$ cat config.mk
export PLATFORM = sky130hd
export DESIGN_NAME = button_autorepeat_pulser_core
export DESIGN_NICKNAME = d
export VERILOG_FILES = /design/src/hw/rtl/bap_pkg.sv /design/src/hw/rtl/button_autorepeat_pulser_core.sv /design/src/hw/rtl/bap_ram.sv /design/src/hw/rtl/bap_update.sv
export SDC_FILE = /design/constraint.sdc
export NUM_CORES = 1
export LEC_CHECK = 0
export BUFFER_PORTS_ARGS = -buffer_cell sky130_fd_sc_hd__buf_2
export CAP_MARGIN = 5
export CELL_PAD_IN_SITES_DETAIL_PLACEMENT = 1
export CELL_PAD_IN_SITES_GLOBAL_PLACEMENT = 1
export CORE_MARGIN = 1.5
export CORE_UTILIZATION = 25
export DETAILED_ROUTE_END_ITERATION = 16
export PLACE_DENSITY = 0.41
export SETUP_SLACK_MARGIN = 0.4
export SYNTH_ARGS = -nofsm -noshare
export SYNTH_HDL_FRONTEND = slang
export SYNTH_SLANG_ARGS = --single-unit
$ cat constraint.sdc
create_clock -name clk_i -period 15.8 [get_ports clk_i]
set_input_delay 2.37 -clock clk_i [delete_from_list [all_inputs] [get_ports clk_i]]
set_output_delay 2.37 -clock clk_i [all_outputs]
set_load 0.005 [all_outputs]
$ cat src/hw/rtl/bap_pkg.sv
// ----------------------------------------------------------------------------
// Button auto-repeat pulser package
// Shared constants, beat types and the per-button state entry.
// ----------------------------------------------------------------------------
package bap_pkg;

  // Number of buttons kept in the state memory, and the hold counter width.
  localparam int unsigned NUM_BUTTONS = 12;
  localparam int unsigned COUNT_BITS  = 16;

  // Buttons that have an input line; further buttons read as released.
  localparam int unsigned NUM_INPUT_BUTTONS = 12;
  localparam int unsigned PULSE_W           = 12;

  localparam int unsigned IDX_W = (NUM_BUTTONS > 1) ? $clog2(NUM_BUTTONS) : 1;
  localparam logic [IDX_W-1:0] LAST_IDX = IDX_W'(NUM_BUTTONS - 1);

  // Configuration port.
  localparam int unsigned CFG_IDX_W  = 1;
  localparam int unsigned CFG_DATA_W = 8;
  localparam logic [CFG_IDX_W-1:0] CFG_WAIT_FRAMES   = 1'b0;
  localparam logic [CFG_IDX_W-1:0] CFG_REPEAT_FRAMES = 1'b1;
  localparam logic [7:0] WAIT_RESET   = 8'd14;
  localparam logic [7:0] REPEAT_RESET = 8'd7;

  // Console switch byte bit positions.
  localparam int unsigned CONS_RESET_BIT  = 0;
  localparam int unsigned CONS_SELECT_BIT = 1;
  localparam int unsigned CONS_COLOUR_BIT = 3;
  localparam int unsigned CONS_LEFT_BIT   = 6;
  localparam int unsigned CONS_RIGHT_BIT  = 7;

  typedef struct packed {
    logic [7:0] stick_lines;
    logic       fire_left_n;
    logic       fire_right_n;
    logic [7:0] console_switches;
  } in_t;

  typedef struct packed {
    logic [PULSE_W-1:0] press_pulses;
    logic               colour_mode;
    logic               left_difficulty;
    logic               right_difficulty;
  } out_t;

  // One word of the state memory: the state of one button.
  typedef struct packed {
    logic [COUNT_BITS-1:0] hold_count;
    logic [COUNT_BITS-1:0] next_fire_at;
  } entry_t;

  localparam int unsigned ENTRY_W = $bits(entry_t);

endpackage

$ cat src/hw/rtl/button_autorepeat_pulser_core.sv
// ----------------------------------------------------------------------------
// Button auto-repeat pulser core
// Typematic auto-repeat for twelve active-low buttons, one beat per frame.
// ----------------------------------------------------------------------------
// Usage. One input beat carries the frame's button sample (stick byte, two
// fire levels and the console switch byte). For each input beat exactly one
// output beat is given, carrying one pulse bit per button and the three
// console level switches. Both channels use valid/ready.
// The per-button state (hold counter and next firing count) lives in a small
// synchronous RAM. After a beat is taken the block sweeps the buttons, one
// entry per cycle while the output does not stall: a read in one cycle, then
// update and write-back in the next. The output beat is registered after the
// last entry's write-back. A new input beat is taken in the cycle that the
// last entry is read, so the next sweep overlaps the end of the previous
// one; the single read port of the state RAM sets the rate.
// The output register holds a finished beat while the receiver stalls; the
// sweep of the next beat carries on and only halts at its last write-back
// until the output register is free, which also stops further input beats.
// Reset clears the per-entry valid bits, so every button starts with zero
// state, and loads the wait and repeat registers with 14 and 7 frames.
// Configuration writes are taken at any time and are meant for idle periods.
// ----------------------------------------------------------------------------
module button_autorepeat_pulser_core (
  input  logic                              clk_i,
  input  logic                              rst_ni,
  input  logic                              in_valid_i,
  output logic                              in_ready_o,
  input  bap_pkg::in_t                      in_data_i,
  output logic                              out_valid_o,
  input  logic                              out_ready_i,
  output bap_pkg::out_t                     out_data_o,
  input  logic                              cfg_we_i,
  input  logic [bap_pkg::CFG_IDX_W-1:0]     cfg_idx_i,
  input  logic [bap_pkg::CFG_DATA_W-1:0]    cfg_data_i
);
  import bap_pkg::*;

  // Configuration registers.
  logic [7:0] wait_q, wait_d;
  logic [7:0] repeat_q, repeat_d;

  // Sweep (read stage) control.
  logic                   busy_q, busy_d;
  logic [IDX_W-1:0]       rd_idx_q, rd_idx_d;
  logic [NUM_BUTTONS-1:0] pressed_q, pressed_d;
  logic [2:0]             cons_q, cons_d;

  // Update stage, in the cycle after the read.
  logic                   s2_valid_q, s2_valid_d;
  logic                   s2_last_q, s2_last_d;
  logic [IDX_W-1:0]       s2_idx_q, s2_idx_d;
  logic                   s2_pressed_q, s2_pressed_d;
  logic [2:0]             s2_cons_q, s2_cons_d;
  logic                   s2_vld_q, s2_vld_d;
  logic                   fwd_q, fwd_d;
  entry_t                 fwd_data_q, fwd_data_d;
  logic [NUM_BUTTONS-1:0] acc_q, acc_d;
  logic [NUM_BUTTONS-1:0] ent_vld_q, ent_vld_d;

  // Output register.
  logic out_valid_q, out_valid_d;
  out_t out_data_q, out_data_d;

  logic                   stall;
  logic                   accept;
  logic                   ram_re;
  logic                   ram_we;
  logic [ENTRY_W-1:0]     ram_rdata;
  entry_t                 entry_cur;
  entry_t                 entry_new;
  logic                   fire;
  logic [NUM_BUTTONS-1:0] acc_next;
  logic [PULSE_W-1:0]     pulses;
  logic [NUM_INPUT_BUTTONS-1:0] raw_levels;
  logic [NUM_BUTTONS-1:0] in_pressed;

  // Button levels in button order: stick byte, left fire, right fire, reset, select.
  assign raw_levels = {in_data_i.console_switches[CONS_SELECT_BIT],
                       in_data_i.console_switches[CONS_RESET_BIT],
                       in_data_i.fire_right_n, in_data_i.fire_left_n,
                       in_data_i.stick_lines};

  for (genvar g = 0; g < NUM_BUTTONS; g++) begin : g_press
    if (g < NUM_INPUT_BUTTONS) begin : g_wired
      assign in_pressed[g] = ~raw_levels[g];
    end else begin : g_open
      assign in_pressed[g] = 1'b0;
    end
  end

  // The last write-back of a sweep waits while the output register is full.
  assign stall      = s2_valid_q && s2_last_q && out_valid_q && !out_ready_i;
  assign in_ready_o = (!busy_q || (rd_idx_q == LAST_IDX)) && !stall;
  assign accept     = in_valid_i && in_ready_o;
  assign ram_re     = busy_q && !stall;
  assign ram_we     = s2_valid_q && !stall;

  bap_ram #(
    .DEPTH (NUM_BUTTONS),
    .WIDTH (ENTRY_W)
  ) u_ram (
    .clk_i   (clk_i),
    .we_i    (ram_we),
    .waddr_i (s2_idx_q),
    .wdata_i (entry_new),
    .re_i    (ram_re),
    .raddr_i (rd_idx_q),
    .rdata_o (ram_rdata)
  );

  // A write to the entry being read in the same cycle is forwarded; an entry
  // never written since reset reads as zero.
  always_comb begin
    if (fwd_q) begin
      entry_cur = fwd_data_q;
    end else if (s2_vld_q) begin
      entry_cur = entry_t'(ram_rdata);
    end else begin
      entry_cur = '0;
    end
  end

  bap_update u_update (
    .pressed_i       (s2_pressed_q),
    .entry_i         (entry_cur),
    .wait_frames_i   (wait_q),
    .repeat_frames_i (repeat_q),
    .entry_o         (entry_new),
    .fire_o          (fire)
  );

  // Pulse bits collect over the sweep, starting afresh at button zero.
  assign acc_next = ((s2_idx_q == '0) ? '0 : acc_q)
                  | (fire ? (NUM_BUTTONS'(1) << s2_idx_q) : '0);

  for (genvar g = 0; g < PULSE_W; g++) begin : g_pulse
    if (g < NUM_BUTTONS) begin : g_used
      assign pulses[g] = acc_next[g];
    end else begin : g_none
      assign pulses[g] = 1'b0;
    end
  end

  always_comb begin
    wait_d   = wait_q;
    repeat_d = repeat_q;
    if (cfg_we_i) begin
      unique case (cfg_idx_i)
        CFG_WAIT_FRAMES:   wait_d   = cfg_data_i;
        CFG_REPEAT_FRAMES: repeat_d = cfg_data_i;
        default: ;
      endcase
    end
  end

  always_comb begin
    busy_d       = busy_q;
    rd_idx_d     = rd_idx_q;
    pressed_d    = pressed_q;
    cons_d       = cons_q;
    s2_valid_d   = s2_valid_q;
    s2_last_d    = s2_last_q;
    s2_idx_d     = s2_idx_q;
    s2_pressed_d = s2_pressed_q;
    s2_cons_d    = s2_cons_q;
    s2_vld_d     = s2_vld_q;
    fwd_d        = fwd_q;
    fwd_data_d   = fwd_data_q;
    acc_d        = acc_q;
    ent_vld_d    = ent_vld_q;
    out_valid_d  = out_valid_q;
    out_data_d   = out_data_q;

    if (out_valid_q && out_ready_i) begin
      out_valid_d = 1'b0;
    end

    if (!stall) begin
      // Read stage.
      s2_valid_d = ram_re;
      if (ram_re) begin
        s2_idx_d     = rd_idx_q;
        s2_last_d    = (rd_idx_q == LAST_IDX);
        s2_pressed_d = pressed_q[rd_idx_q];
        s2_cons_d    = cons_q;
        s2_vld_d     = ent_vld_q[rd_idx_q];
        fwd_d        = ram_we && (s2_idx_q == rd_idx_q);
        fwd_data_d   = entry_new;
        if (rd_idx_q == LAST_IDX) begin
          busy_d   = 1'b0;
          rd_idx_d = '0;
        end else begin
          rd_idx_d = rd_idx_q + 1'b1;
        end
      end
      if (accept) begin
        busy_d    = 1'b1;
        rd_idx_d  = '0;
        pressed_d = in_pressed;
        cons_d    = {in_data_i.console_switches[CONS_COLOUR_BIT],
                     in_data_i.console_switches[CONS_LEFT_BIT],
                     in_data_i.console_switches[CONS_RIGHT_BIT]};
      end

      // Update stage.
      if (s2_valid_q) begin
        acc_d               = acc_next;
        ent_vld_d[s2_idx_q] = 1'b1;
        if (s2_last_q) begin
          out_valid_d                 = 1'b1;
          out_data_d.press_pulses     = pulses;
          out_data_d.colour_mode      = s2_cons_q[2];
          out_data_d.left_difficulty  = s2_cons_q[1];
          out_data_d.right_difficulty = s2_cons_q[0];
        end
      end
    end
  end

  always_ff @(posedge clk_i or negedge rst_ni) begin
    if (!rst_ni) begin
      wait_q      <= WAIT_RESET;
      repeat_q    <= REPEAT_RESET;
      busy_q      <= 1'b0;
      rd_idx_q    <= '0;
      s2_valid_q  <= 1'b0;
      s2_last_q   <= 1'b0;
      s2_idx_q    <= '0;
      s2_vld_q    <= 1'b0;
      fwd_q       <= 1'b0;
      ent_vld_q   <= '0;
      out_valid_q <= 1'b0;
    end else begin
      wait_q      <= wait_d;
      repeat_q    <= repeat_d;
      busy_q      <= busy_d;
      rd_idx_q    <= rd_idx_d;
      s2_valid_q  <= s2_valid_d;
      s2_last_q   <= s2_last_d;
      s2_idx_q    <= s2_idx_d;
      s2_vld_q    <= s2_vld_d;
      fwd_q       <= fwd_d;
      ent_vld_q   <= ent_vld_d;
      out_valid_q <= out_valid_d;
    end
  end

  always_ff @(posedge clk_i) begin
    pressed_q    <= pressed_d;
    cons_q       <= cons_d;
    s2_pressed_q <= s2_pressed_d;
    s2_cons_q    <= s2_cons_d;
    fwd_data_q   <= fwd_data_d;
    acc_q        <= acc_d;
    out_data_q   <= out_data_d;
  end

  assign out_valid_o = out_valid_q;
  assign out_data_o  = out_data_q;

  // A finished sweep that is not held back lands in the output register.
  a_sweep_lands : assert property (@(posedge clk_i) disable iff (!rst_ni)
    s2_valid_q && s2_last_q && !stall |=> out_valid_q)
    else $error("finished sweep did not reach the output register");

  // A read of the entry being written is always followed by its forwarded update.
  a_forward : assert property (@(posedge clk_i) disable iff (!rst_ni)
    ram_re && ram_we && (rd_idx_q == s2_idx_q) |=> s2_valid_q && fwd_q)
    else $error("same-entry read and write not forwarded");

  // A new beat is only taken when the sweep is idle or reading its last entry.
  a_accept_free : assert property (@(posedge clk_i) disable iff (!rst_ni)
    accept |-> !busy_q || (rd_idx_q == LAST_IDX))
    else $error("input beat taken in the middle of a sweep");

  // While stalled, the state RAM is neither read nor written.
  a_stall_quiet : assert property (@(posedge clk_i) disable iff (!rst_ni)
    stall |=> $stable(ram_rdata) && $stable(s2_idx_q))
    else $error("state RAM moved during an output stall");

endmodule

$ cat src/hw/rtl/bap_ram.sv
// ----------------------------------------------------------------------------
// Button auto-repeat pulser state RAM
// Simple dual-port synchronous RAM, one write and one registered read port.
// ----------------------------------------------------------------------------
module bap_ram #(
  parameter int unsigned DEPTH  = 12,
  parameter int unsigned WIDTH  = 32,
  parameter int unsigned ADDR_W = (DEPTH > 1) ? $clog2(DEPTH) : 1
) (
  input  logic              clk_i,
  input  logic              we_i,
  input  logic [ADDR_W-1:0] waddr_i,
  input  logic [WIDTH-1:0]  wdata_i,
  input  logic              re_i,
  input  logic [ADDR_W-1:0] raddr_i,
  output logic [WIDTH-1:0]  rdata_o
);

  logic [WIDTH-1:0] mem [DEPTH];
  logic [WIDTH-1:0] rdata_q;

  always_ff @(posedge clk_i) begin
    if (we_i) begin
      mem[waddr_i] <= wdata_i;
    end
  end

  // Read data holds while no read is issued.
  always_ff @(posedge clk_i) begin
    if (re_i) begin
      rdata_q <= mem[raddr_i];
    end
  end

  assign rdata_o = rdata_q;

endmodule

$ cat src/hw/rtl/bap_update.sv
// ----------------------------------------------------------------------------
// Button auto-repeat pulser entry update
// Advances the hold counter of one button and decides whether it fires.
// ----------------------------------------------------------------------------
module bap_update (
  input  logic            pressed_i,
  input  bap_pkg::entry_t entry_i,
  input  logic [7:0]      wait_frames_i,
  input  logic [7:0]      repeat_frames_i,
  output bap_pkg::entry_t entry_o,
  output logic            fire_o
);
  import bap_pkg::*;

  logic [COUNT_BITS-1:0] hold_inc;
  logic [COUNT_BITS-1:0] target;
  logic                  first;

  assign hold_inc = entry_i.hold_count + 1'b1;
  assign first    = (hold_inc == COUNT_BITS'(1));
  // A first press reloads the target before it is compared, so a zero wait
  // fires once and arms the repeat in the same frame.
  assign target   = first ? (COUNT_BITS'(wait_frames_i) + 1'b1) : entry_i.next_fire_at;

  always_comb begin
    entry_o = entry_i;
    fire_o  = 1'b0;
    if (pressed_i) begin
      entry_o.hold_count   = hold_inc;
      entry_o.next_fire_at = target;
      fire_o               = first;
      if (hold_inc == target) begin
        fire_o               = 1'b1;
        entry_o.next_fire_at = target + COUNT_BITS'(repeat_frames_i) + 1'b1;
      end
    end else begin
      entry_o.hold_count = '0;
    end
  end

endmodule
==> impl_metrics.toml <==
[logic_synthesis]
seq_area_frac_synth_pct = 71.1
synth.top_cells.by_count = "edfxtp_1, mux4_2, nand2_1"
synthArstFlopShare_pct = 7.84
yosysTopAreaCell = "edfxtp_1"
synthTopCellsByArea = "edfxtp_1, mux4_2, dfrtp_1"
postSynthCellCount = 1302
postSynthAreaPerCell_um2 = 17.2
ys_ff_latch = 536
syn-cell-area_um2 = 22400
synth.net_count = 1348
ys.flop_type = "edfxtp_1"
yosys.area.top_type_share_pct = 66.4
synth-edff-count = 494
synth_most_common_cell = "edfxtp_1"
synth.distinct_cells = 72
ys.warnings.count = 0

[floorplanning]
coreArea_um2 = 88500
ios = 49
design.die.area_um2 = 91200
die_w_um = 302
rows = 109
die_h_um = 302
start_util_pct = 25.3

[timing]
slew_viol_final = 0
period_share_pct = 50.1
min_period_ns = 7.91
worst_pin_slew_ns = 1.14
setup_violations = 0
clock_skew_ns = 0.0240
finalHoldViolCount = 0
max_slew_margin_pct = 24.1
fmax_mhz = 126
setup_tns_ns = 0
rsz0062_at_grt = "no"

[critical_path]
cp_num_buf_inv = 5
r2r-start = "fwd_q"
cp-end-kind = "flip-flop"
cp-start-kind = "flip-flop"
crit_type = "flip-flop to flip-flop"
cp_slowest_stage_delay_ns = 0.76
cp.required_ns = 16.05
crit_slowest_cell = "o22ai_1"
cp.arrival_ns = 8.16
cp_max_fo = 64
crit_start = "fwd_q"
crit_family = "compound AO/OA/AOI/OAI gates"

[cts]
cts.repair.resized = 0
clock-sinks = 536
cts_made_buffers = 66
cts_setup_buffers = 0
cts_tree = "yes"
ctsHtreeMaxLevel = 3
clk_pin_slew_ns = 0.06
insertion_delay_ns = 0.60
cts-root-buf = "clkbuf_16"
cts_hold_buf = 0
max-clock-path-buffers = 3

[power_and_ir_drop]
p_comb_share_pct = 31.8
p_int_mw = 3.69
leakage_nw = 8.84
swShare_pct = 33.8
switching_power_mw = 1.89
pwr-share-clk_pct = 25.7
ir_drop_uv = 92.0
power_density_nw_per_um2 = 214
seq_power_share_pct = 42.5

[routing]
wl_met3_um = 1830
drt-pass1-iter-count = 10
drc = 6
wirelength_um = 59900
drt-wirelength-per-cell_um = 23.1
highest_layer = "met4"
wl_met1_um = 29200
vias_per_cell = 4.58
dr_wl_met2_um = 27700
drt_iter0_drc = 680
ant_nets = 0
via_count = 11869

[outcome]
outcome = "finished, violations left"
failed_checks = "design-rule violations"

[finish]
synthToLayoutAreaGrowth_pct = 16.8
layout.cells.non_filler = 2591
design_area_um2 = 26100
num_antenna_cells = 0
drive_gt1_share_pct = 24.0
final_nets = 1422

[grt]
grt.overflow.total = 0
grt_max_degree = 76
grt_usage_pct = 13.5
grt_pass1_wl_um = 89700
grt_pass1_vias = 13114
antenna_found_initial = 1

[flow_run]
maxCapViolCount = 0

[placed_design]
port_buffers = 45
hpwl_um = 34700
place_area_um2 = 24100
dpl.cell_count = 2472
gp_congestion = 0.748

[hold_path]
hp-class = "flip-flop to flip-flop"
min_from = "s2_cons_q[1]"
==> layout by cell type (no fill, tap or decap), types with 5 or more instances in the layout <==
cell	n
mux4_2	102
nor3_1	7
mux2i_1	50
nand4b_1	8
a22oi_1	25
a22o_1	8
buf_2	46
mux2_2	22
clkinv_1	14
inv_1	29
dfstp_2	6
nor2_1	38
nor2_4	12
xnor2_1	17
nand2b_1	10
xor2_1	14
buf_4	29
edfxtp_1	494
and2_1	12
dfrtp_1	32
clkbuf_16	67
nand2_1	102
nor4_1	6
o21ai_0	60
ha_1	13
o21ai_2	5
o211ai_1	5
nor2b_1	11
nand3_1	29
nand4_1	10
a21oi_2	5
or2_2	14
clkinv_2	8
a21oi_1	18
clkbuf_1	18
==> worst register-to-register path, stage by stage (launching register included) <==
cell	delay [ns]
dfrtp_2	0.38
buf_4	0.32
nor2b_2	0.23
buf_4	0.37
a22oi_1	0.25
inv_1	0.17
ha_1	0.22
nand3_1	0.18
a22oi_2	0.55
nand3b_1	0.17
xnor2_1	0.46
nand3_1	0.25
or3_1	0.42
buf_4	0.27
mux2_4	0.30
inv_1	0.05
ha_1	0.26
nor2b_1	0.14
o21ai_0	0.12
a21boi_0	0.27
o21ai_0	0.12
nand2b_1	0.11
a21o_1	0.18
nand3_1	0.10
a21oi_1	0.37
nand4_1	0.18
mux2_1	0.35
o22ai_1	0.76
==> power by group through the flow <==
stage               sequential [mW]  clock [mW]  combinational (mW)
global placement               2.39           0                1.81
CTS                            2.38        1.49                1.85
floorplan                      2.30           0                1.23
global route                   2.42        1.54                1.97
detailed placement             2.41           0                1.84
finish                         2.37        1.44                1.77
==> cells by family after synthesis <==
kind of cell / count (synthesis) / share of synthesized area (%)
compound gates: 168 / 5.18
fa+ha+maj: 14 / 0.817
mux: 176 / 13.7
simple gates: 277 / 6.11
buf+inv: 100 / 1.85
xor+xnor: 31 / 1.21
flops: 536 / 71.1
==> metal layers <==
metal / vias up / global-route usage, %
li1: 5313 / -
met1: 6305 / 19.0
met2: 173 / 21.3
met3: 78 / 2.20
met4: 0 / 4.18
met5: - / 0
==> worst paths after layout <==
kind,to,slack (ns),cells past startpoint
max in group asynchronous,rd_idx_q[1],13.08,1
setup reg to reg,u_ram.mem[6][11],7.89,27
hold / removal,out_data_o[1],0.42,0
hold reg to reg,out_data_o[1],0.42,0
setup / recovery,u_ram.mem[6][11],7.89,27
min in group asynchronous,out_valid_o,1.94,1
==> registers in the layout, summed over array words and instances (netlist names), 3 cells and up <==
| signal | flops |
|---|---|
| cons_q | 3 |
| acc_q | 12 |
| pressed_q | 12 |
| ent_vld_q | 12 |
| out_data_o | 15 |
| fwd_data_q | 32 |
| u_ram.rdata_o | 32 |
| s2_idx_q | 4 |
| wait_q | 8 |
| s2_cons_q | 3 |
| u_ram.mem | 384 |
| rd_idx_q | 4 |
| repeat_q | 8 |
==> through the flow <==
stage | utilization [%] | total power, mW | hold slack [ns] | worst slack (ns)
after floorplan | - | 3.53 | 0.400 | 9.31
after global placement | 27.2 | 4.20 | 0.401 | 8.07
after detailed placement | 27.2 | 4.25 | 0.412 | 7.90
after CTS | 29.5 | 5.72 | 0.421 | 7.83
after global routing | 29.5 | 5.92 | 0.432 | 7.24
final | 29.5 | 5.58 | 0.417 | 7.89
==> final cells by class <==
type	instances	area (um^2)
fillers	9109	62400
multi-input cells	666	6140
flip-flops and latches	536	15900
well taps	1165	1460
clock buffers	86	1760
repair buffers	75	448
inverters	31	118
clock inverters	32	283
Power figures use the tool's default switching activity.
